[src/rtl/modbus_rtu_request_framer_top_defines.svh]
// assertion macros for the modbus rtu request framer
`ifndef MODBUS_RTU_REQUEST_FRAMER_TOP_DEFINES_SVH
`define MODBUS_RTU_REQUEST_FRAMER_TOP_DEFINES_SVH

// same-cycle implication, quiet during reset
`define MRF_ASSERT_IMP(label, cond, conseq, msg) \
   label: assert property (@(posedge clock) disable iff (reset) (cond) |-> (conseq)) \
      else $error(msg);

// next-cycle implication, quiet during reset
`define MRF_ASSERT_NXT(label, cond, conseq, msg) \
   label: assert property (@(posedge clock) disable iff (reset) (cond) |=> (conseq)) \
      else $error(msg);

`endif

[src/rtl/mrf_pkg.sv]
// types, constants and crc function shared by the modbus rtu request framer
package mrf_pkg;

   localparam int CSR_IDX_W  = 3;
   localparam int CSR_DATA_W = 17;
   localparam int POS_W      = 4;

   // configuration register indexes
   localparam logic [CSR_IDX_W-1:0] CSR_CODE_READ  = 3'd0;
   localparam logic [CSR_IDX_W-1:0] CSR_CODE_WRITE = 3'd1;
   localparam logic [CSR_IDX_W-1:0] CSR_CODE_BCAST = 3'd2;
   localparam logic [CSR_IDX_W-1:0] CSR_ADDR_MIN   = 3'd3;
   localparam logic [CSR_IDX_W-1:0] CSR_ADDR_MAX   = 3'd4;

   // reset values of the configuration registers
   localparam logic [7:0]  RST_CODE_READ  = 8'd3;
   localparam logic [7:0]  RST_CODE_WRITE = 8'd16;
   localparam logic [7:0]  RST_CODE_BCAST = 8'd0;
   localparam logic [15:0] RST_ADDR_MIN   = 16'd0;
   localparam logic [16:0] RST_ADDR_MAX   = 17'd65535;

   // input word kinds
   localparam logic CMD_HEADER = 1'b0;
   localparam logic CMD_DATA   = 1'b1;

   localparam logic [15:0] CRC_INIT      = 16'hFFFF;
   localparam logic [15:0] CRC_POLY      = 16'hA001;
   localparam logic [7:0]  FUNC_ERR_FLAG = 8'h10;

   // byte positions within a header word
   localparam logic [POS_W-1:0] POS_ID       = 4'd0;
   localparam logic [POS_W-1:0] POS_FUNC     = 4'd1;
   localparam logic [POS_W-1:0] POS_ADDR_HI  = 4'd2;
   localparam logic [POS_W-1:0] POS_ADDR_LO  = 4'd3;
   localparam logic [POS_W-1:0] POS_CNT_HI   = 4'd4;
   localparam logic [POS_W-1:0] POS_CNT_LO   = 4'd5;
   localparam logic [POS_W-1:0] POS_BYTE_CNT = 4'd6;
   localparam logic [POS_W-1:0] POS_SEVEN    = 4'd7;
   localparam logic [POS_W-1:0] POS_EIGHT    = 4'd8;

   // byte positions within a data word
   localparam logic [POS_W-1:0] POS_WORD_HI = 4'd0;
   localparam logic [POS_W-1:0] POS_WORD_LO = 4'd1;
   localparam logic [POS_W-1:0] POS_DCRC_LO = 4'd2;
   localparam logic [POS_W-1:0] POS_DCRC_HI = 4'd3;

   typedef struct packed {
      logic [7:0]  code_read;
      logic [7:0]  code_write;
      logic [7:0]  code_bcast;
      logic [15:0] addr_min;
      logic [16:0] addr_max;
   } cfg_type;

   typedef struct packed {
      logic        cmd;
      logic [7:0]  unit_id;
      logic [7:0]  fn_code;
      logic [15:0] start_addr;
      logic [6:0]  reg_count;
      logic [15:0] data_word;
   } item_type;

   typedef struct packed {
      logic        emit;
      logic [7:0]  tx_byte;
      logic        frame_end;
      logic        done;
      logic [POS_W-1:0] pos_next;
      logic [15:0] crc_next;
      logic [6:0]  words_next;
      logic        open_next;
   } step_type;

   function automatic logic [15:0] crc_byte(input logic [15:0] crc, input logic [7:0] b);
      logic [15:0] c;
      c = crc ^ {8'h00, b};
      for (int k = 0; k < 8; k++) begin
         c = c[0] ? ((c >> 1) ^ CRC_POLY) : (c >> 1);
      end
      return c;
   endfunction

endpackage

[src/rtl/mrf_csr.sv]
// configuration registers of the modbus rtu request framer
module mrf_csr (
   input  logic                           clock,
   input  logic                           reset,
   input  logic                           csr_we,
   input  logic [mrf_pkg::CSR_IDX_W-1:0]  csr_index,
   input  logic [mrf_pkg::CSR_DATA_W-1:0] csr_wdata,
   output mrf_pkg::cfg_type               cfg
);
   import mrf_pkg::*;

   cfg_type cfg_ff;
   cfg_type cfg_in;

   always_comb begin
      cfg_in = cfg_ff;
      if (csr_we) begin
         case (csr_index)
            CSR_CODE_READ:  cfg_in.code_read  = csr_wdata[7:0];
            CSR_CODE_WRITE: cfg_in.code_write = csr_wdata[7:0];
            CSR_CODE_BCAST: cfg_in.code_bcast = csr_wdata[7:0];
            CSR_ADDR_MIN:   cfg_in.addr_min   = csr_wdata[15:0];
            CSR_ADDR_MAX:   cfg_in.addr_max   = csr_wdata[16:0];
            default:        cfg_in = cfg_ff;
         endcase
      end
   end

   always_ff @(posedge clock) begin
      if (reset) begin
         cfg_ff.code_read  <= RST_CODE_READ;
         cfg_ff.code_write <= RST_CODE_WRITE;
         cfg_ff.code_bcast <= RST_CODE_BCAST;
         cfg_ff.addr_min   <= RST_ADDR_MIN;
         cfg_ff.addr_max   <= RST_ADDR_MAX;
      end else begin
         cfg_ff <= cfg_in;
      end
   end

   assign cfg = cfg_ff;

endmodule

[src/rtl/mrf_emit.sv]
// byte step logic: picks the next frame byte of the held word and updates the crc
module mrf_emit (
   input  mrf_pkg::cfg_type              cfg,
   input  mrf_pkg::item_type             item,
   input  logic [mrf_pkg::POS_W-1:0]     pos,
   input  logic [15:0]                   crc_acc,
   input  logic [6:0]                    words_left,
   input  logic                          write_open,
   output mrf_pkg::step_type             step
);
   import mrf_pkg::*;

   logic        is_bcast;
   logic        is_write;
   logic        is_read;
   logic        addr_ok;
   logic [7:0]  func_byte;
   logic [15:0] crc_base;
   logic        crc_fold;
   logic        crc_clear;
   logic [6:0]  words_dec;

   always_comb begin
      is_bcast  = (item.fn_code == cfg.code_bcast);
      is_write  = !is_bcast && (item.fn_code == cfg.code_write);
      is_read   = !is_bcast && !is_write && (item.fn_code == cfg.code_read);
      addr_ok   = (item.start_addr >= cfg.addr_min) &&
                  (({1'b0, item.start_addr} + {10'd0, item.reg_count}) <= cfg.addr_max);
      func_byte = addr_ok ? item.fn_code : (item.fn_code | FUNC_ERR_FLAG);
      words_dec = words_left - 7'd1;

      step            = '0;
      step.pos_next   = pos + 4'd1;
      step.words_next = words_left;
      step.open_next  = write_open;
      crc_base        = crc_acc;
      crc_fold        = 1'b0;
      crc_clear       = 1'b0;

      if (item.cmd == CMD_HEADER) begin
         // any header drops a frame that is still open
         if (pos == POS_ID) begin
            crc_base        = CRC_INIT;
            step.words_next = 7'd0;
            step.open_next  = 1'b0;
         end
         case (pos)
            POS_ID: begin
               if (is_bcast) begin
                  step.emit      = 1'b1;
                  step.tx_byte   = item.unit_id;
                  step.frame_end = 1'b1;
                  step.done      = 1'b1;
               end else if (is_write || is_read) begin
                  step.emit    = 1'b1;
                  step.tx_byte = item.unit_id;
                  crc_fold     = 1'b1;
               end else begin
                  step.done = 1'b1;
               end
            end
            POS_FUNC: begin
               step.emit    = 1'b1;
               step.tx_byte = func_byte;
               crc_fold     = 1'b1;
            end
            POS_ADDR_HI: begin
               step.emit    = 1'b1;
               step.tx_byte = item.start_addr[15:8];
               crc_fold     = 1'b1;
            end
            POS_ADDR_LO: begin
               step.emit    = 1'b1;
               step.tx_byte = item.start_addr[7:0];
               crc_fold     = 1'b1;
            end
            POS_CNT_HI: begin
               step.emit    = 1'b1;
               step.tx_byte = 8'd0;
               crc_fold     = 1'b1;
            end
            POS_CNT_LO: begin
               step.emit    = 1'b1;
               step.tx_byte = {1'b0, item.reg_count};
               crc_fold     = 1'b1;
            end
            POS_BYTE_CNT: begin
               step.emit = 1'b1;
               if (is_write) begin
                  step.tx_byte = {item.reg_count, 1'b0};
                  crc_fold     = 1'b1;
                  // non-empty write leaves the frame open for data words
                  if (item.reg_count != 7'd0) begin
                     step.done       = 1'b1;
                     step.words_next = item.reg_count;
                     step.open_next  = 1'b1;
                  end
               end else begin
                  step.tx_byte = crc_acc[7:0];
               end
            end
            POS_SEVEN: begin
               step.emit = 1'b1;
               if (is_write) begin
                  step.tx_byte = crc_acc[7:0];
               end else begin
                  step.tx_byte   = crc_acc[15:8];
                  step.frame_end = 1'b1;
                  step.done      = 1'b1;
                  crc_clear      = 1'b1;
               end
            end
            POS_EIGHT: begin
               step.emit      = 1'b1;
               step.tx_byte   = crc_acc[15:8];
               step.frame_end = 1'b1;
               step.done      = 1'b1;
               crc_clear      = 1'b1;
            end
            default: begin
               step.done = 1'b1;
            end
         endcase
      end else begin
         case (pos)
            POS_WORD_HI: begin
               if (!write_open) begin
                  step.done = 1'b1;
               end else begin
                  step.emit    = 1'b1;
                  step.tx_byte = item.data_word[15:8];
                  crc_fold     = 1'b1;
               end
            end
            POS_WORD_LO: begin
               step.emit       = 1'b1;
               step.tx_byte    = item.data_word[7:0];
               crc_fold        = 1'b1;
               step.words_next = words_dec;
               if (words_dec != 7'd0) begin
                  step.done = 1'b1;
               end
            end
            POS_DCRC_LO: begin
               step.emit    = 1'b1;
               step.tx_byte = crc_acc[7:0];
            end
            POS_DCRC_HI: begin
               step.emit      = 1'b1;
               step.tx_byte   = crc_acc[15:8];
               step.frame_end = 1'b1;
               step.done      = 1'b1;
               crc_clear      = 1'b1;
            end
            default: begin
               step.done = 1'b1;
            end
         endcase
      end

      if (crc_clear) begin
         step.crc_next   = CRC_INIT;
         step.words_next = 7'd0;
         step.open_next  = 1'b0;
      end else if (crc_fold) begin
         step.crc_next = crc_byte(crc_base, step.tx_byte);
      end else begin
         step.crc_next = crc_base;
      end

      if (step.done) begin
         step.pos_next = '0;
      end
   end

endmodule

[src/rtl/modbus_rtu_request_framer_top.sv]
// Modbus RTU request framer: turns header and write data words into a framed byte stream
// with a trailing reflected CRC-16. Bytes leave one per cycle from a single byte emitter
// while the result register is free or draining. Bytes per word: a read header 8, a write
// header 7 (or 9 when its count is zero), a data word 2 (4 when it closes the frame with
// its CRC), a broadcast header 1, and an unknown code or an unexpected data word none.
// The next word is taken in the cycle the current one yields its last byte, and a full
// result register does not stop a word from being taken into an empty input register.
// There is no clearing pass after reset.
module modbus_rtu_request_framer_top (
   input  logic                           clock,
   input  logic                           reset,
   input  logic                           req_valid,
   output logic                           req_ready,
   input  logic                           req_cmd,
   input  logic [7:0]                     req_unit_id,
   input  logic [7:0]                     req_fn_code,
   input  logic [15:0]                    req_start_addr,
   input  logic [6:0]                     req_reg_count,
   input  logic [15:0]                    req_data_word,
   output logic                           rsp_valid,
   input  logic                           rsp_ready,
   output logic [7:0]                     rsp_tx_byte,
   output logic                           rsp_frame_end,
   input  logic                           csr_we,
   input  logic [mrf_pkg::CSR_IDX_W-1:0]  csr_index,
   input  logic [mrf_pkg::CSR_DATA_W-1:0] csr_wdata
);
   import mrf_pkg::*;

   cfg_type    cfg;
   step_type   step;

   item_type   item_ff;
   item_type   item_in;
   logic       item_valid_ff;
   logic       item_valid_in;
   logic [POS_W-1:0] pos_ff;
   logic [POS_W-1:0] pos_in;
   logic [15:0] crc_ff;
   logic [15:0] crc_in;
   logic [6:0]  words_ff;
   logic [6:0]  words_in;
   logic        open_ff;
   logic        open_in;
   logic        rsp_valid_ff;
   logic        rsp_valid_in;
   logic [7:0]  tx_byte_ff;
   logic [7:0]  tx_byte_in;
   logic        frame_end_ff;
   logic        frame_end_in;

   logic step_go;
   logic req_fire;
   logic open_at_rest;
   logic end_step;
   logic frame_closed;

   mrf_csr u_csr (
      .clock     (clock),
      .reset     (reset),
      .csr_we    (csr_we),
      .csr_index (csr_index),
      .csr_wdata (csr_wdata),
      .cfg       (cfg)
   );

   mrf_emit u_emit (
      .cfg        (cfg),
      .item       (item_ff),
      .pos        (pos_ff),
      .crc_acc    (crc_ff),
      .words_left (words_ff),
      .write_open (open_ff),
      .step       (step)
   );

   // the emitter moves only when the result register is free or draining
   assign step_go   = item_valid_ff && (!rsp_valid_ff || rsp_ready);
   assign req_ready = !item_valid_ff || (step_go && step.done);
   assign req_fire  = req_valid && req_ready;

   always_comb begin
      item_in       = item_ff;
      item_valid_in = item_valid_ff;
      pos_in        = pos_ff;
      crc_in        = crc_ff;
      words_in      = words_ff;
      open_in       = open_ff;
      rsp_valid_in  = rsp_valid_ff && !rsp_ready;
      tx_byte_in    = tx_byte_ff;
      frame_end_in  = frame_end_ff;

      if (step_go) begin
         pos_in   = step.pos_next;
         crc_in   = step.crc_next;
         words_in = step.words_next;
         open_in  = step.open_next;
         if (step.done) begin
            item_valid_in = 1'b0;
         end
         if (step.emit) begin
            rsp_valid_in = 1'b1;
            tx_byte_in   = step.tx_byte;
            frame_end_in = step.frame_end;
         end
      end

      if (req_fire) begin
         item_valid_in        = 1'b1;
         item_in.cmd          = req_cmd;
         item_in.unit_id      = req_unit_id;
         item_in.fn_code      = req_fn_code;
         item_in.start_addr   = req_start_addr;
         item_in.reg_count    = req_reg_count;
         item_in.data_word    = req_data_word;
      end
   end

   always_ff @(posedge clock) begin
      if (reset) begin
         item_valid_ff <= 1'b0;
         pos_ff        <= '0;
         crc_ff        <= CRC_INIT;
         words_ff      <= 7'd0;
         open_ff       <= 1'b0;
         rsp_valid_ff  <= 1'b0;
      end else begin
         item_valid_ff <= item_valid_in;
         pos_ff        <= pos_in;
         crc_ff        <= crc_in;
         words_ff      <= words_in;
         open_ff       <= open_in;
         rsp_valid_ff  <= rsp_valid_in;
      end
   end

   always_ff @(posedge clock) begin
      item_ff      <= item_in;
      tx_byte_ff   <= tx_byte_in;
      frame_end_ff <= frame_end_in;
   end

   assign rsp_valid     = rsp_valid_ff;
   assign rsp_tx_byte   = tx_byte_ff;
   assign rsp_frame_end = frame_end_ff;

   // words run out before the closing crc bytes, so only check between words
   assign open_at_rest = open_ff && (pos_ff == '0);
   assign end_step     = step_go && step.emit && step.frame_end;
   assign frame_closed = (crc_ff == CRC_INIT) && !open_ff;

`include "modbus_rtu_request_framer_top_defines.svh"

   `MRF_ASSERT_IMP(a_open_has_words, open_at_rest, words_ff != 7'd0, "open frame has no words")
   `MRF_ASSERT_IMP(a_pos_needs_word, pos_ff != '0, item_valid_ff, "position set with no word")
   `MRF_ASSERT_NXT(a_end_clears_frame, end_step, frame_closed, "frame end left state behind")

endmodule
[config.mk]
export PLATFORM = sky130hd
export DESIGN_NAME = modbus_rtu_request_framer_top
export DESIGN_NICKNAME = d
export VERILOG_FILES = /design/src/rtl/mrf_pkg.sv /design/src/rtl/mrf_csr.sv /design/src/rtl/mrf_emit.sv /design/src/rtl/modbus_rtu_request_framer_top.sv
export VERILOG_INCLUDE_DIRS = /design/src /design/src/rtl
export SDC_FILE = /design/constraint.sdc
export NUM_CORES = 1
export LEC_CHECK = 0
export ABC_AREA = 1
export BUFFER_PORTS_ARGS = -buffer_cell sky130_fd_sc_hd__buf_2
export CORE_MARGIN = 2
export CORE_UTILIZATION = 40
export CTS_CLUSTER_DIAMETER = 60
export DETAILED_ROUTE_END_ITERATION = 8
export PLACE_DENSITY = 0.65
export SLEW_MARGIN = 20
export SYNTH_ARGS = -nofsm -noshare
export SYNTH_HDL_FRONTEND = slang
export SYNTH_SLANG_ARGS = --single-unit
[constraint.sdc]
create_clock -name clock -period 4.87 [get_ports clock]
set_input_delay 0.7305 -clock clock [delete_from_list [all_inputs] [get_ports clock]]
set_output_delay 0.7305 -clock clock [all_outputs]
set_load 0.02 [all_outputs]
==> impl_metrics.json <==
{
  "status": "finished, final reports clean",
  "startpoint_type": "flip-flop",
  "critical_path_required_ns": 5.20,
  "finalInstanceArea_mm2": 0.0102,
  "io_pins": 92,
  "share_comb_of_total_power_pct": 17.1,
  "dr.first_iter.drc_count": 812,
  "routed_wl_mm": 25.1,
  "vias_per_cell": 5.22,
  "core_area_mm2": 0.0218,
  "cts_tree": "done",
  "fill_cells": 2166,
  "synth-edff-count": 65,
  "seqPwrFrac_pct": 45.4,
  "clkPwrFrac_pct": 37.5,
  "path_clk_slew_ns": 0.06,
  "hold_viol_final": 0,
  "reg2reg_slack_ns": 0.25,
  "grt_max_degree": 49,
  "syn_inst": 1174,
  "p_sw_share_pct": 29.9,
  "skew_ns": 0.0132,
  "crit_path_frequent_cell": "nand2_1",
  "intPower_mw": 2.24,
  "grt_usage_pct": 21.4,
  "dpl_cell_area_mm2": 0.00954,
  "instances_no_fill": 1551,
  "hpwl_mm": 18.3,
  "worstSetupPathType": "reg -> reg",
  "synth_top_area_share_pct": 22.1,
  "mostFrequentLayoutCells": "nand2_1, inv_1, buf_2, dfxtp_1, o21ai_0",
  "r2r_start": "item_ff[23]",
  "overflow": 0,
  "place_inst": 1515,
  "insertion_delay_ns": 0.44,
  "max_stage_delay_ns": 0.39,
  "worst_pin_slew_ns": 0.928,
  "leakage_nw": 4.71,
  "area_growth_pct": 15.7,
  "slowest_stage": "edfxtp_1",
  "drt.antenna.violating_nets": 0,
  "yosysTopAreaCell": "edfxtp_1",
  "fin_total_pwr_mw": 3.20,
  "dieArea_mm2": 0.0232,
  "grt_pass1_vias": 7348,
  "place_congestion": 0.912,
  "hp-start": "u_csr.cfg[20]",
  "fp.dieW_um": 152,
  "cts_sinks": 152,
  "nets": 1386,
  "max_slew_margin_pct": 37.7,
  "syn_area_mm2": 0.00882,
  "syn_area_per_cell_um2": 7.51,
  "cp-end-kind": "flip-flop",
  "drt-pass1-iter-count": 6,
  "ys_ff_latch": 152,
  "r2r-end": "crc_ff[0]",
  "drc": 0,
  "routedWlPerCell_um": 16.2,
  "rsz0062_at_grt": "yes",
  "root_buffer": "clkbuf_16",
  "h-tree-depth": 4,
  "synth_cell_type_count": 43,
  "hold_path_depth": 2,
  "io_buffers": 91,
  "grt_pass1_wl_mm": 39.5,
  "rows": 54,
  "cap_violations": 0,
  "setup_viol": 0,
  "synthFlopType": "dfxtp_1",
  "ir_drop_mv": 0.239,
  "numCtsBuffers": 17,
  "final_layout_size_suffix_gt1_share_pct": 15.6,
  "powerDensity_mw_per_mm2": 313,
  "ctsHoldBuffers": 0,
  "ys_warn_count": 0,
  "worst-endpoint-arrival_ns": 4.94,
  "num_antenna_cells": 0,
  "r2r_cells": 36,
  "period_share_pct": 94.8,
  "die_h_um": 152,
  "vias": 8096,
  "antenna_found_initial": 0,
  "p_sw_uw": 955,
  "min_to": "u_csr.cfg[20]",
  "cts_buffer_depth": 2,
  "tns_ns": 0,
  "final.min_clock_period_ns": 4.62,
  "yosysSeqAreaShare_pct": 41.9,
  "fmax_mhz": 217,
  "syn_nets": 1302,
  "final_common_cell": "nand2_1",
  "holdCritPathClass": "reg -> reg",
  "async_reset_ff_share_pct": 0,
  "drv_slew": 0,
  "cp_max_fo": 3,
  "start_util_pct": 40.5,
  "synthTopCellsByArea": "edfxtp_1, dfxtp_1, nand2_1"
}
[state kept, by name, summed over array words and instances, names as in the netlist]
| signal | cells |
|---|---|
| item_ff | 56 |
| rsp_valid | 1 |
| item_valid_ff | 1 |
| rsp_tx_byte | 8 |
| u_csr.cfg | 57 |
| pos_ff | 4 |
| rsp_frame_end | 1 |
| crc_ff | 16 |
| words_ff | 7 |
| open_ff | 1 |
[worst max path at each step]
stage,startpoint,to,cells past startpoint,slack [ns]
global route,item_ff[23],crc_ff[0],36,-0.14
finish,item_ff[23],crc_ff[0],36,0.25
detailed placement,item_ff[16],crc_ff[0],36,0.11
floorplan,item_ff[16],crc_ff[0],36,0.68
CTS,item_ff[16],crc_ff[0],36,0.07
global placement,item_ff[16],crc_ff[0],36,0.24
[worst max-delay path: cells and delay by family, from the launching register on]
| family | cells | cell delay (ns) |
|---|---|---|
| adders and majority gates | 3 | 0.79 |
| and+or+nand+nor | 24 | 2.23 |
| DFF | 1 | 0.39 |
| buffers and inverters | 4 | 0.35 |
| xor gates and xnor gates | 1 | 0.10 |
| AOI/OAI and AO/OA | 4 | 0.66 |
[per-stage QoR]
stage | hold WS (ns) | worst slack [ns] | utilization (%)
finish | 0.464 | 0.253 | 46.9
global route | 0.456 | -0.141 | 46.9
CTS | 0.459 | 0.0736 | 46.2
detailed placement | 0.446 | 0.111 | 43.8
global placement | 0.443 | 0.238 | 43.8
floorplan | 0.428 | 0.682 | -
[metal layers]
| metal | track usage [%] | part of all wire [%] | vias up |
|---|---|---|---|
| met1 | 31.0 | 47 | 3681 |
| met5 | 0 | 0 | - |
| met3 | 3.73 | 7.0 | 41 |
| li1 | - | - | 4065 |
| met2 | 32.5 | 44 | 309 |
| met4 | 7.32 | 2.3 | 0 |
[power by group through the flow]
| stage | sequential (mW) | clock, mW | combinational (mW) |
|---|---|---|---|
| finish | 1.45 | 1.20 | 0.547 |
| global route | 1.46 | 1.26 | 0.618 |
| CTS | 1.45 | 1.21 | 0.516 |
| detailed placement | 1.48 | 0 | 0.513 |
| global placement | 1.48 | 0 | 0.507 |
| floorplan | 1.47 | 0 | 0.359 |
[timing repair]
action,CTS,global route
endpoints found under the hold margin,0,0
resized for setup,0,27
buffers inserted,0,4
endpoints found under the setup margin,0,5
[synthesized netlist by cell type, drive strengths merged, types with 2 or more instances]
library cell  count
a21oi            85
a31oi             2
buf               7
clkbuf           29
clkinv            3
dfxtp            87
edfxtp           65
ha               46
inv             163
nand2           337
nand3            77
nand4            10
nor2             70
nor3             10
nor4              3
o2111ai           9
o211ai           30
o21ai            89
o22ai            13
o311ai            3
o31ai             3
xnor2             7
xor2             16
[cell type report]
type / count / area (um2) / share of cell area [%]
Inverter: 166 / 623 / 6.11
Multi-Input combinational cell: 820 / 4480 / 43.9
Clock buffer: 20 / 437 / 4.28
Sequential cell: 152 / 3690 / 36.2
Tap cell: 280 / 350 / 3.43
Clock inverter: 12 / 77.6 / 0.760
Timing Repair Buffer: 101 / 543 / 5.32
[logic make-up (layout without fill, tap and decap cells)]
family / after synthesis / in the layout / share of synthesized area (%)
buffers and inverters: 202 / 299 / 8.83
AOI/OAI and AO/OA: 240 / 240 / 15.6
xor gates and xnor gates: 23 / 23 / 2.28
adders and majority gates: 47 / 47 / 6.76
DFF: 152 / 152 / 41.9
and+or+nand+nor: 510 / 510 / 24.6
Power figures use the tool's default switching activity.
